**src/frame_state_hasher_core_defines.svh**
```systemverilog
// ----------------------------------------------------------------------------
// frame_state_hasher_core_defines
// Assertion macros shared by the frame state hasher modules. Each macro
// expects signals named clk and rst_n in the module that uses it.
// ----------------------------------------------------------------------------
`ifndef FRAME_STATE_HASHER_CORE_DEFINES_SVH
`define FRAME_STATE_HASHER_CORE_DEFINES_SVH

`ifndef SYNTHESIS

// property that must hold on every clock edge out of reset
`define FSH_ASSERT(lbl, prop, msg) \
  lbl: assert property (@(posedge clk) disable iff (!rst_n) prop) else $error(msg);

// condition that must never be seen out of reset
`define FSH_NEVER(lbl, expr, msg) \
  lbl: assert property (@(posedge clk) disable iff (!rst_n) !(expr)) else $error(msg);

`else

`define FSH_ASSERT(lbl, prop, msg)
`define FSH_NEVER(lbl, expr, msg)

`endif

`endif

```
**src/fsh_pkg.sv**
```systemverilog
// ----------------------------------------------------------------------------
// fsh_pkg
// Types and constants of the frame state hasher: mixer constants, field
// positions, controller states and the command and status groups.
// ----------------------------------------------------------------------------
package fsh_pkg;

  // murmur3 64-bit finaliser constants
  localparam logic [63:0] MIX_MUL_A  = 64'hff51afd7ed558ccd;
  localparam logic [63:0] MIX_MUL_B  = 64'hc4ceb9fe1a85ec53;
  localparam int          MIX_SHIFT  = 33;

  // hash combine constant
  localparam logic [63:0] GOLDEN_ADD = 64'h000000009e3779b9;

  // positions of the frame-level terms
  localparam int STAGE_POS = 40;
  localparam int MATCH_POS = 48;

  // a 64 x 64 low-half product takes three 32 x 32 partial products
  localparam int MUL_STEPS = 3;
  localparam logic [1:0] MUL_STEP_LO  = 2'd0;
  localparam logic [1:0] MUL_STEP_KHI = 2'd1;
  localparam logic [1:0] MUL_STEP_WHI = 2'(MUL_STEPS - 1);

  typedef enum logic [2:0] {
    ST_IDLE,
    ST_MUL_A,
    ST_MUL_B,
    ST_FOLD1,
    ST_FOLD2,
    ST_EMIT
  } fsh_state_t;

  // controller to datapath
  typedef struct packed {
    logic       load;
    logic       mul_en;
    logic [1:0] mul_step;
    logic       mul_sel_b;
    logic       fold1;
    logic       fold2;
    logic       emit;
  } fsh_cmd_t;

  // datapath to controller
  typedef struct packed {
    logic out_free;
  } fsh_stat_t;

endpackage

```
**src/fsh_in_if.sv**
```systemverilog
// ----------------------------------------------------------------------------
// fsh_in_if
// Slot request channel: valid/ready handshake with one character slot.
// ----------------------------------------------------------------------------
interface fsh_in_if;
  logic        valid;
  logic        ready;
  logic        slot_active;
  logic [7:0]  char_id;
  logic [15:0] anim_state;
  logic [15:0] anim_count;
  logic [7:0]  facing;
  logic [7:0]  palette;
  logic [7:0]  stage_code;
  logic [7:0]  battle_flag;
  logic        last_slot;

  modport source (
    output valid, slot_active, char_id, anim_state, anim_count, facing,
           palette, stage_code, battle_flag, last_slot,
    input  ready
  );

  modport sink (
    input  valid, slot_active, char_id, anim_state, anim_count, facing,
           palette, stage_code, battle_flag, last_slot,
    output ready
  );
endinterface

```
**src/fsh_out_if.sv**
```systemverilog
// ----------------------------------------------------------------------------
// fsh_out_if
// Frame hash channel: valid/ready handshake with one 64-bit hash.
// ----------------------------------------------------------------------------
interface fsh_out_if;
  logic        valid;
  logic        ready;
  logic [63:0] frame_hash;

  modport source (
    output valid, frame_hash,
    input  ready
  );

  modport sink (
    input  valid, frame_hash,
    output ready
  );
endinterface

```
**src/fsh_ctrl.sv**
```systemverilog
// ----------------------------------------------------------------------------
// fsh_ctrl
// Sequencer of the hasher: steps the shared multiplier through both mixer
// products, the two fold steps and, after a last slot, the frame hash emit.
// ----------------------------------------------------------------------------
`include "frame_state_hasher_core_defines.svh"

module fsh_ctrl (
  input  logic              clk,
  input  logic              rst_n,
  input  logic              in_valid,
  input  logic              in_slot_active,
  input  logic              in_last_slot,
  output logic              in_ready,
  input  fsh_pkg::fsh_stat_t stat,
  output fsh_pkg::fsh_cmd_t  cmd
);

  fsh_pkg::fsh_state_t state_r, state_nxt;
  logic [1:0]          step_r, step_nxt;
  logic                last_r, last_nxt;
  logic                accept;

  assign accept = in_valid && in_ready;

  // next state
  always_comb begin
    state_nxt = state_r;
    case (state_r)
      fsh_pkg::ST_IDLE: begin
        if (in_valid) begin
          if (in_slot_active) begin
            state_nxt = fsh_pkg::ST_MUL_A;
          end else if (in_last_slot) begin
            state_nxt = fsh_pkg::ST_EMIT;
          end
        end
      end
      fsh_pkg::ST_MUL_A: begin
        if (step_r == fsh_pkg::MUL_STEP_WHI) state_nxt = fsh_pkg::ST_MUL_B;
      end
      fsh_pkg::ST_MUL_B: begin
        if (step_r == fsh_pkg::MUL_STEP_WHI) state_nxt = fsh_pkg::ST_FOLD1;
      end
      fsh_pkg::ST_FOLD1: state_nxt = fsh_pkg::ST_FOLD2;
      fsh_pkg::ST_FOLD2: begin
        state_nxt = last_r ? fsh_pkg::ST_EMIT : fsh_pkg::ST_IDLE;
      end
      fsh_pkg::ST_EMIT: begin
        if (stat.out_free) state_nxt = fsh_pkg::ST_IDLE;
      end
      default: state_nxt = fsh_pkg::ST_IDLE;
    endcase
  end

  // partial product counter and last-slot flag
  always_comb begin
    step_nxt = fsh_pkg::MUL_STEP_LO;
    if (state_r == fsh_pkg::ST_MUL_A || state_r == fsh_pkg::ST_MUL_B) begin
      if (step_r != fsh_pkg::MUL_STEP_WHI) step_nxt = step_r + 2'd1;
    end
    last_nxt = accept ? in_last_slot : last_r;
  end

  // outputs
  always_comb begin
    in_ready      = (state_r == fsh_pkg::ST_IDLE) && rst_n;
    cmd.load      = accept;
    cmd.mul_en    = (state_r == fsh_pkg::ST_MUL_A) || (state_r == fsh_pkg::ST_MUL_B);
    cmd.mul_step  = step_r;
    cmd.mul_sel_b = (state_r == fsh_pkg::ST_MUL_B);
    cmd.fold1     = (state_r == fsh_pkg::ST_FOLD1);
    cmd.fold2     = (state_r == fsh_pkg::ST_FOLD2);
    cmd.emit      = (state_r == fsh_pkg::ST_EMIT) && stat.out_free;
  end

  // control registers
  always_ff @(posedge clk) begin
    if (!rst_n) begin
      state_r <= fsh_pkg::ST_IDLE;
      step_r  <= fsh_pkg::MUL_STEP_LO;
      last_r  <= 1'b0;
    end else begin
      state_r <= state_nxt;
      step_r  <= step_nxt;
      last_r  <= last_nxt;
    end
  end

  // checks
  `FSH_ASSERT(a_idle_step_zero, in_ready |-> (step_r == fsh_pkg::MUL_STEP_LO), "step counter not cleared in idle")
  `FSH_NEVER(a_emit_blocked, cmd.emit && !stat.out_free, "emit while output register is held")
  `FSH_ASSERT(a_active_starts_mul, (accept && in_slot_active) |=> (state_r == fsh_pkg::ST_MUL_A), "active slot did not start mixing")

endmodule

```
**src/fsh_dp.sv**
```systemverilog
// ----------------------------------------------------------------------------
// fsh_dp
// Datapath of the hasher: slot packing, a shared 32 x 32 multiplier with
// accumulator for the finaliser, the hash combine fold and the output register.
// ----------------------------------------------------------------------------
`include "frame_state_hasher_core_defines.svh"

module fsh_dp (
  input  logic              clk,
  input  logic              rst_n,
  input  fsh_pkg::fsh_cmd_t  cmd,
  output fsh_pkg::fsh_stat_t stat,
  input  logic [7:0]        in_char_id,
  input  logic [15:0]       in_anim_state,
  input  logic [15:0]       in_anim_count,
  input  logic [7:0]        in_facing,
  input  logic [7:0]        in_palette,
  input  logic [7:0]        in_stage_code,
  input  logic [7:0]        in_battle_flag,
  input  logic              out_ready,
  output logic              out_valid,
  output logic [63:0]       out_frame_hash
);

  logic [63:0] w_r, w_nxt;
  logic [63:0] acc_r, acc_nxt;
  logic [63:0] hash_r, hash_nxt;
  logic [7:0]  stage_r, stage_nxt;
  logic [7:0]  match_r, match_nxt;
  logic [63:0] frame_hash_r, frame_hash_nxt;
  logic        out_valid_r, out_valid_nxt;

  logic [63:0] pack;
  logic [63:0] mul_k;
  logic [31:0] op_w;
  logic [31:0] op_k;
  logic [63:0] prod;
  logic [63:0] acc_sum;
  logic [63:0] frame_terms;

  // slot word; its first xor-shift is applied on load
  assign pack = {8'd0, in_char_id, in_anim_state, in_anim_count, in_facing, in_palette};

  // operand selection for the shared multiplier
  always_comb begin
    mul_k = cmd.mul_sel_b ? fsh_pkg::MIX_MUL_B : fsh_pkg::MIX_MUL_A;
    op_w  = (cmd.mul_step == fsh_pkg::MUL_STEP_WHI) ? w_r[63:32] : w_r[31:0];
    op_k  = (cmd.mul_step == fsh_pkg::MUL_STEP_KHI) ? mul_k[63:32] : mul_k[31:0];
    prod  = 64'(op_w) * 64'(op_k);
    acc_sum = acc_r + {prod[31:0], 32'd0};
  end

  assign frame_terms = (64'(stage_r) << fsh_pkg::STAGE_POS)
                     ^ (64'(match_r) << fsh_pkg::MATCH_POS);

  // next values
  always_comb begin
    w_nxt          = w_r;
    acc_nxt        = acc_r;
    hash_nxt       = hash_r;
    stage_nxt      = stage_r;
    match_nxt      = match_r;
    frame_hash_nxt = frame_hash_r;
    out_valid_nxt  = out_valid_r && !out_ready;

    if (cmd.load) begin
      w_nxt     = pack ^ (pack >> fsh_pkg::MIX_SHIFT);
      stage_nxt = in_stage_code;
      match_nxt = in_battle_flag;
    end

    if (cmd.mul_en) begin
      if (cmd.mul_step == fsh_pkg::MUL_STEP_LO) begin
        acc_nxt = prod;
      end else if (cmd.mul_step == fsh_pkg::MUL_STEP_KHI) begin
        acc_nxt = acc_sum;
      end else begin
        w_nxt = acc_sum ^ (acc_sum >> fsh_pkg::MIX_SHIFT);
      end
    end

    // hash combine in two steps: fold1, then fold2
    if (cmd.fold1) begin
      acc_nxt = w_r + (hash_r << 6);
    end
    if (cmd.fold2) begin
      hash_nxt = hash_r ^ (acc_r + (hash_r >> 2) + fsh_pkg::GOLDEN_ADD);
    end

    if (cmd.emit) begin
      frame_hash_nxt = hash_r ^ frame_terms;
      out_valid_nxt  = 1'b1;
      hash_nxt       = 64'd0;
    end
  end

  // control registers
  always_ff @(posedge clk) begin
    if (!rst_n) begin
      hash_r      <= 64'd0;
      out_valid_r <= 1'b0;
    end else begin
      hash_r      <= hash_nxt;
      out_valid_r <= out_valid_nxt;
    end
  end

  // payload registers
  always_ff @(posedge clk) begin
    w_r          <= w_nxt;
    acc_r        <= acc_nxt;
    stage_r      <= stage_nxt;
    match_r      <= match_nxt;
    frame_hash_r <= frame_hash_nxt;
  end

  assign stat.out_free   = !out_valid_r || out_ready;
  assign out_valid       = out_valid_r;
  assign out_frame_hash  = frame_hash_r;

  // checks
  `FSH_ASSERT(a_emit_clears_hash, cmd.emit |=> (out_valid_r && hash_r == 64'd0), "hash not cleared on emit")
  `FSH_ASSERT(a_held_result_stable, (out_valid_r && !out_ready) |=> (out_valid_r && $stable(frame_hash_r)), "held result changed")

endmodule

```
**src/frame_state_hasher_core.sv**
```systemverilog
// ----------------------------------------------------------------------------
// frame_state_hasher_core
// Hashes the character slots of one frame into a 64-bit frame hash.
// ----------------------------------------------------------------------------
// Usage:
//   in_ch carries one character slot per request; out_ch carries one
//   frame hash per frame, sent after the request flagged last_slot.
//   An active slot is mixed with the 64-bit finaliser on one shared
//   32 x 32 multiplier, three partial products per 64-bit multiply, then
//   folded into the running hash in two steps.
//   An active slot holds the input through the mixing and fold states;
//   an inactive slot does not hold it. A last slot adds the emit state,
//   which waits for the output register to be free. The frame hash is
//   emitted from that state, entered after the fold states for an active
//   last slot and straight from idle for an inactive one; out_valid and
//   out_frame_hash are registered.
//   Reset clears the running hash and drops both valid and ready control.
//   A stalled receiver holds the result in the output register; further
//   slots are still taken, and only the next emit waits for it to leave.
// ----------------------------------------------------------------------------
module frame_state_hasher_core (
  input  logic      clk,
  input  logic      rst_n,
  fsh_in_if.sink    in_ch,
  fsh_out_if.source out_ch
);

  fsh_pkg::fsh_cmd_t  cmd;
  fsh_pkg::fsh_stat_t stat;

  // sequencer
  fsh_ctrl u_ctrl (
    .clk            (clk),
    .rst_n          (rst_n),
    .in_valid       (in_ch.valid),
    .in_slot_active (in_ch.slot_active),
    .in_last_slot   (in_ch.last_slot),
    .in_ready       (in_ch.ready),
    .stat           (stat),
    .cmd            (cmd)
  );

  // mixer, fold and output register
  fsh_dp u_dp (
    .clk            (clk),
    .rst_n          (rst_n),
    .cmd            (cmd),
    .stat           (stat),
    .in_char_id     (in_ch.char_id),
    .in_anim_state  (in_ch.anim_state),
    .in_anim_count  (in_ch.anim_count),
    .in_facing      (in_ch.facing),
    .in_palette     (in_ch.palette),
    .in_stage_code  (in_ch.stage_code),
    .in_battle_flag (in_ch.battle_flag),
    .out_ready      (out_ch.ready),
    .out_valid      (out_ch.valid),
    .out_frame_hash (out_ch.frame_hash)
  );

endmodule
```
**src/flat_wrapper.sv**
```systemverilog
// flat-port wrapper written by rule: the top's interface ports become plain ports
module frame_state_hasher_core_flat 
  (clk, rst_n, in_ch_valid, in_ch_slot_active, in_ch_char_id, in_ch_anim_state, in_ch_anim_count, in_ch_facing, in_ch_palette, in_ch_stage_code, in_ch_battle_flag, in_ch_last_slot, in_ch_ready, out_ch_valid, out_ch_frame_hash, out_ch_ready);
  fsh_in_if in_ch_i ();
  fsh_out_if out_ch_i ();
  input  logic clk;
  input  logic rst_n;
  input wire logic [$bits(in_ch_i.valid)-1:0] in_ch_valid;
  input wire logic [$bits(in_ch_i.slot_active)-1:0] in_ch_slot_active;
  input wire logic [$bits(in_ch_i.char_id)-1:0] in_ch_char_id;
  input wire logic [$bits(in_ch_i.anim_state)-1:0] in_ch_anim_state;
  input wire logic [$bits(in_ch_i.anim_count)-1:0] in_ch_anim_count;
  input wire logic [$bits(in_ch_i.facing)-1:0] in_ch_facing;
  input wire logic [$bits(in_ch_i.palette)-1:0] in_ch_palette;
  input wire logic [$bits(in_ch_i.stage_code)-1:0] in_ch_stage_code;
  input wire logic [$bits(in_ch_i.battle_flag)-1:0] in_ch_battle_flag;
  input wire logic [$bits(in_ch_i.last_slot)-1:0] in_ch_last_slot;
  output wire logic [$bits(in_ch_i.ready)-1:0] in_ch_ready;
  output wire logic [$bits(out_ch_i.valid)-1:0] out_ch_valid;
  output wire logic [$bits(out_ch_i.frame_hash)-1:0] out_ch_frame_hash;
  input wire logic [$bits(out_ch_i.ready)-1:0] out_ch_ready;
  assign in_ch_i.valid = in_ch_valid;
  assign in_ch_i.slot_active = in_ch_slot_active;
  assign in_ch_i.char_id = in_ch_char_id;
  assign in_ch_i.anim_state = in_ch_anim_state;
  assign in_ch_i.anim_count = in_ch_anim_count;
  assign in_ch_i.facing = in_ch_facing;
  assign in_ch_i.palette = in_ch_palette;
  assign in_ch_i.stage_code = in_ch_stage_code;
  assign in_ch_i.battle_flag = in_ch_battle_flag;
  assign in_ch_i.last_slot = in_ch_last_slot;
  assign in_ch_ready = in_ch_i.ready;
  assign out_ch_valid = out_ch_i.valid;
  assign out_ch_frame_hash = out_ch_i.frame_hash;
  assign out_ch_i.ready = out_ch_ready;
  frame_state_hasher_core u_core (.clk(clk), .rst_n(rst_n), .in_ch(in_ch_i), .out_ch(out_ch_i));
endmodule
```
**config.mk**
```make
export PLATFORM = sky130hd
export DESIGN_NAME = frame_state_hasher_core_flat
export DESIGN_NICKNAME = d
export VERILOG_FILES = /design/src/fsh_pkg.sv /design/src/fsh_in_if.sv /design/src/fsh_out_if.sv /design/src/fsh_ctrl.sv /design/src/fsh_dp.sv /design/src/frame_state_hasher_core.sv /design/src/flat_wrapper.sv
export VERILOG_INCLUDE_DIRS = /design/src /design/src/src
export SDC_FILE = /design/constraint.sdc
export NUM_CORES = 2
export LEC_CHECK = 0
export BUFFER_PORTS_ARGS = -buffer_cell sky130_fd_sc_hd__buf_2
export CAP_MARGIN = 20
export CORE_MARGIN = 3
export CORE_UTILIZATION = 26
export CTS_CLUSTER_SIZE = 8
export DETAILED_ROUTE_END_ITERATION = 10
export PLACE_DENSITY = 0.53
export SLEW_MARGIN = 20
export SYNTH_ARGS = -nofsm -noshare
export SYNTH_HDL_FRONTEND = slang
export SYNTH_HIERARCHICAL = 1
export SYNTH_SLANG_ARGS = --single-unit
```
**constraint.sdc**
```tcl
create_clock -name clk -period 10 [get_ports clk]
set_input_delay 3 -clock clk [delete_from_list [all_inputs] [get_ports clk]]
set_output_delay 3 -clock clk [all_outputs]
set_load 0.05 [all_outputs]
```
==> run_results.csv <==
group,metric,value,unit
sta,worst_slew_pin_slew,1086,ps
clock_network,clkTransAtPathRegs,60,ps
global_routing,grt.overflow.total,0,
synthesis,synth_top_area_cell,"fa_1",
synthesis,yosysMostFrequentCell,"inv_1",
synthesis,synth_cell_types,108,
global_routing,grt_usage,0.1972,
setup_path,worstPathArrival,10030,ps
sta,drv_slew,0,
global_routing,antenna_found_initial,9,
cells_and_area,area_growth,13.29,%
cells_and_area,fin_area,0.05689,mm²
synthesis,avgSynthCellArea,9.409,µm²
cells_and_area,layout-drive-gt1-share,0.1059,
sta,clock_skew,28.39,ps
flow_run,maxCapViolCount,0,
synthesis,synth_edf_count,144,
clock_network,cts_buffer_depth,3,
setup_path,crit_path_start_kind,"flop",
synthesis,ys_seq_elements,279,
floorplan,fp.dieH,445.5,µm
setup_path,slowest_delay,590,ps
synthesis,yosysSeqAreaShare,0.1399,
min_path,hp-class,"reg -> reg",
setup_path,critPathKind,"reg -> reg",
cells_and_area,stdcell_count,8152,
routing,first_pass_iters,6,
floorplan,initial_utilization,0.2629,
clock_network,htreeDepth,2,
setup_path,r2r_cells,30,
placed_design,dp_hpwl,172300,µm
setup_path,end_kind,"flop",
floorplan,core-area,0.1910,mm²
synthesis,async_reset_ff_frac,0,
sta,fin_tns_setup,0,ps
synthesis,syn_inst,5337,
synthesis,synth_area,0.05022,mm²
floorplan,core.rowCount,160,
clock_network,tritoncts,"built",
clock_network,root_buffer,"clkbuf_16",
routing,drtIter0Drc,3728,
global_routing,grt_max_degree,71,
synthesis,ys_warn_count,6,
sta,period_minus_slack,9694,ps
synthesis,synth-main-ff-cell,"edfxtp_1",
placed_design,io_buffers,143,
routing,wire_per_inst,24.15,µm
setup_path,crit_top_cell,"fa_1",
placed_design,placed_cells_incl_taps,8062,
routing,drc,0,
run_status,status,"completed",
placed_design,place_area,0.05520,mm²
setup_path,cp_max_fo,19,
routing,viasPerCell,4.853,
clock_network,clock-sinks,279,
cells_and_area,final_nets,7061,
routing,wirelength,196900,µm
routing,dr_total_vias,39560,
setup_path,cp_data_required_time,10330,ps
floorplan,die_area,0.1984,mm²
global_routing,grt_pass1_wl,287200,µm
floorplan,die-width,445.5,µm
clock_network,numCtsBuffers,41,
setup_path,slowest_stage,"fa_1",
floorplan,ios,144,
routing,ant_nets,0,
sta,fmax,0.1032,GHz
synthesis,synth_fp_nets,6789,
synthesis,synthTopCellsByArea,"fa_1 (34%), ha_1 (13%), edfxtp_1 (8.6%)",
synthesis,synth_top_cell_area_share,0.3444,
placed_design,routabilityCongestion,0.9868,
sta,slew_headroom,0.2697,
sta,period_share,0.9694,
sta,hold_violations,0,
global_routing,grt_pass1_vias,41060,
clock_network,cts_hold_buffers,0,
sta,setup_viol,0,
clock_network,clk_latency,580,ps
sta,whs,495.8,ps
synthesis,synth_common_cells,"inv_1 (1,067), fa_1 (864), ha_1 (510), nand2_1 (439), nor2_1 (340)",
min_path,min_path_cells,0,
[state kept, by name, indices dropped and copies added (netlist names)]
signal and count:
u_core/u_dp/match_r 8, u_core/u_dp/acc_r 64, u_core/u_dp/stage_r 8, u_core/u_dp/out_valid 1, u_core/u_dp/w_r 64, u_core/u_ctrl/state_r 3
u_core/u_ctrl/step_r 2, u_core/u_ctrl/last_r 1, u_core/u_dp/hash_r 64, u_core/u_dp/out_frame_hash 64
[through the flow]
step / utilization / setup slack, ps
after floorplan: - / 14.55
after global placement: 0.2890 / -421.0
after detailed placement: 0.2890 / -312.9
after CTS: 0.2957 / 2.961
after global routing: 0.2979 / -47.23
final: 0.2979 / 305.7
[routing by layer]
| metal | share of wire | wire [µm] | GRT usage | up-vias |
|---|---|---|---|---|
| li1 | - | - | - | 17730 |
| met1 | 0.43 | 85330 | 0.2709 | 20040 |
| met2 | 0.46 | 89800 | 0.3178 | 1487 |
| met3 | 0.066 | 12990 | 0.02457 | 297 |
| met4 | 0.044 | 8731 | 0.07241 | 4 |
| met5 | 0.00014 | 27 | 0 | - |
[cells by family (layout without fill, tap and decap cells)]
kind of cell / Yosys count / after routing / share of synthesized area
AOI/OAI and AO/OA: 941 / 941 / 0.1224
buffers and inverters: 1242 / 1544 / 0.09618
DFF: 279 / 279 / 0.1399
other: 1 / 3 / 0.00007468
adders and majority gates: 1374 / 1374 / 0.4715
and+or+nand+nor: 1115 / 1115 / 0.1008
muxes: 62 / 62 / 0.01263
xor gates and xnor gates: 323 / 323 / 0.05649
[worst max-delay path, delay by kind of cell (launching register included)]
| family | cells | cell delay [ps] |
|---|---|---|
| adders and majority gates | 9 | 4520 |
| and+or+nand+nor | 6 | 1700 |
| buffers and inverters | 7 | 1390 |
| AOI/OAI and AO/OA | 6 | 940 |
| DFF | 1 | 340 |
| muxes | 1 | 280 |
| xor gates and xnor gates | 1 | 250 |
[cells in the final DEF (no fill, tap or decap), types with 37 or more instances in the layout]
master	n
inv_1	1060
edfxtp_1	144
nand3_1	42
nand4_1	45
fa_1	864
xor2_1	130
clkbuf_16	43
nand2_1	435
o211ai_1	39
a21o_1	146
xnor2_1	190
and3_1	41
buf_2	143
ha_1	505
nor2_1	333
a21oi_1	267
nand2b_1	44
o21ai_0	191
o21bai_1	38
a211oi_1	37
mux2i_1	37
buf_4	244
dfxtp_1	134
[timing repair]
action	CTS	global route
resized for setup	13	65
gates cloned	0	1
hold endpoints to repair	0	0
buffers inserted	5	9
pin swaps	3	6
setup endpoints to repair	8	33
[final timing paths]
check	start	to	slack, ps
max	u_core/u_ctrl/state_r[0]	u_core/u_dp/acc_r[58]	310
min	u_core/u_dp/hash_r[61]	u_core/u_dp/out_frame_hash[61]	500
max reg2reg	u_core/u_ctrl/state_r[0]	u_core/u_dp/acc_r[58]	310
min reg2reg	u_core/u_dp/hash_r[61]	u_core/u_dp/out_frame_hash[61]	500
[cell type report]
| class | instances | area, µm² |
|---|---|---|
| fillers | 20370 | 134100 |
| multi-input cells | 3816 | 38750 |
| inverters | 1073 | 4046 |
| clock inverters | 3 | 21.27 |
| flip-flops and latches | 279 | 7028 |
| diodes | 2 | 5.005 |
| clock buffers | 70 | 1166 |
| well taps | 2511 | 3142 |
| repair buffers | 398 | 2733 |
Power is not shown: default switching activity piles up to over one toggle a cycle in this logic, so the estimate is an artifact.
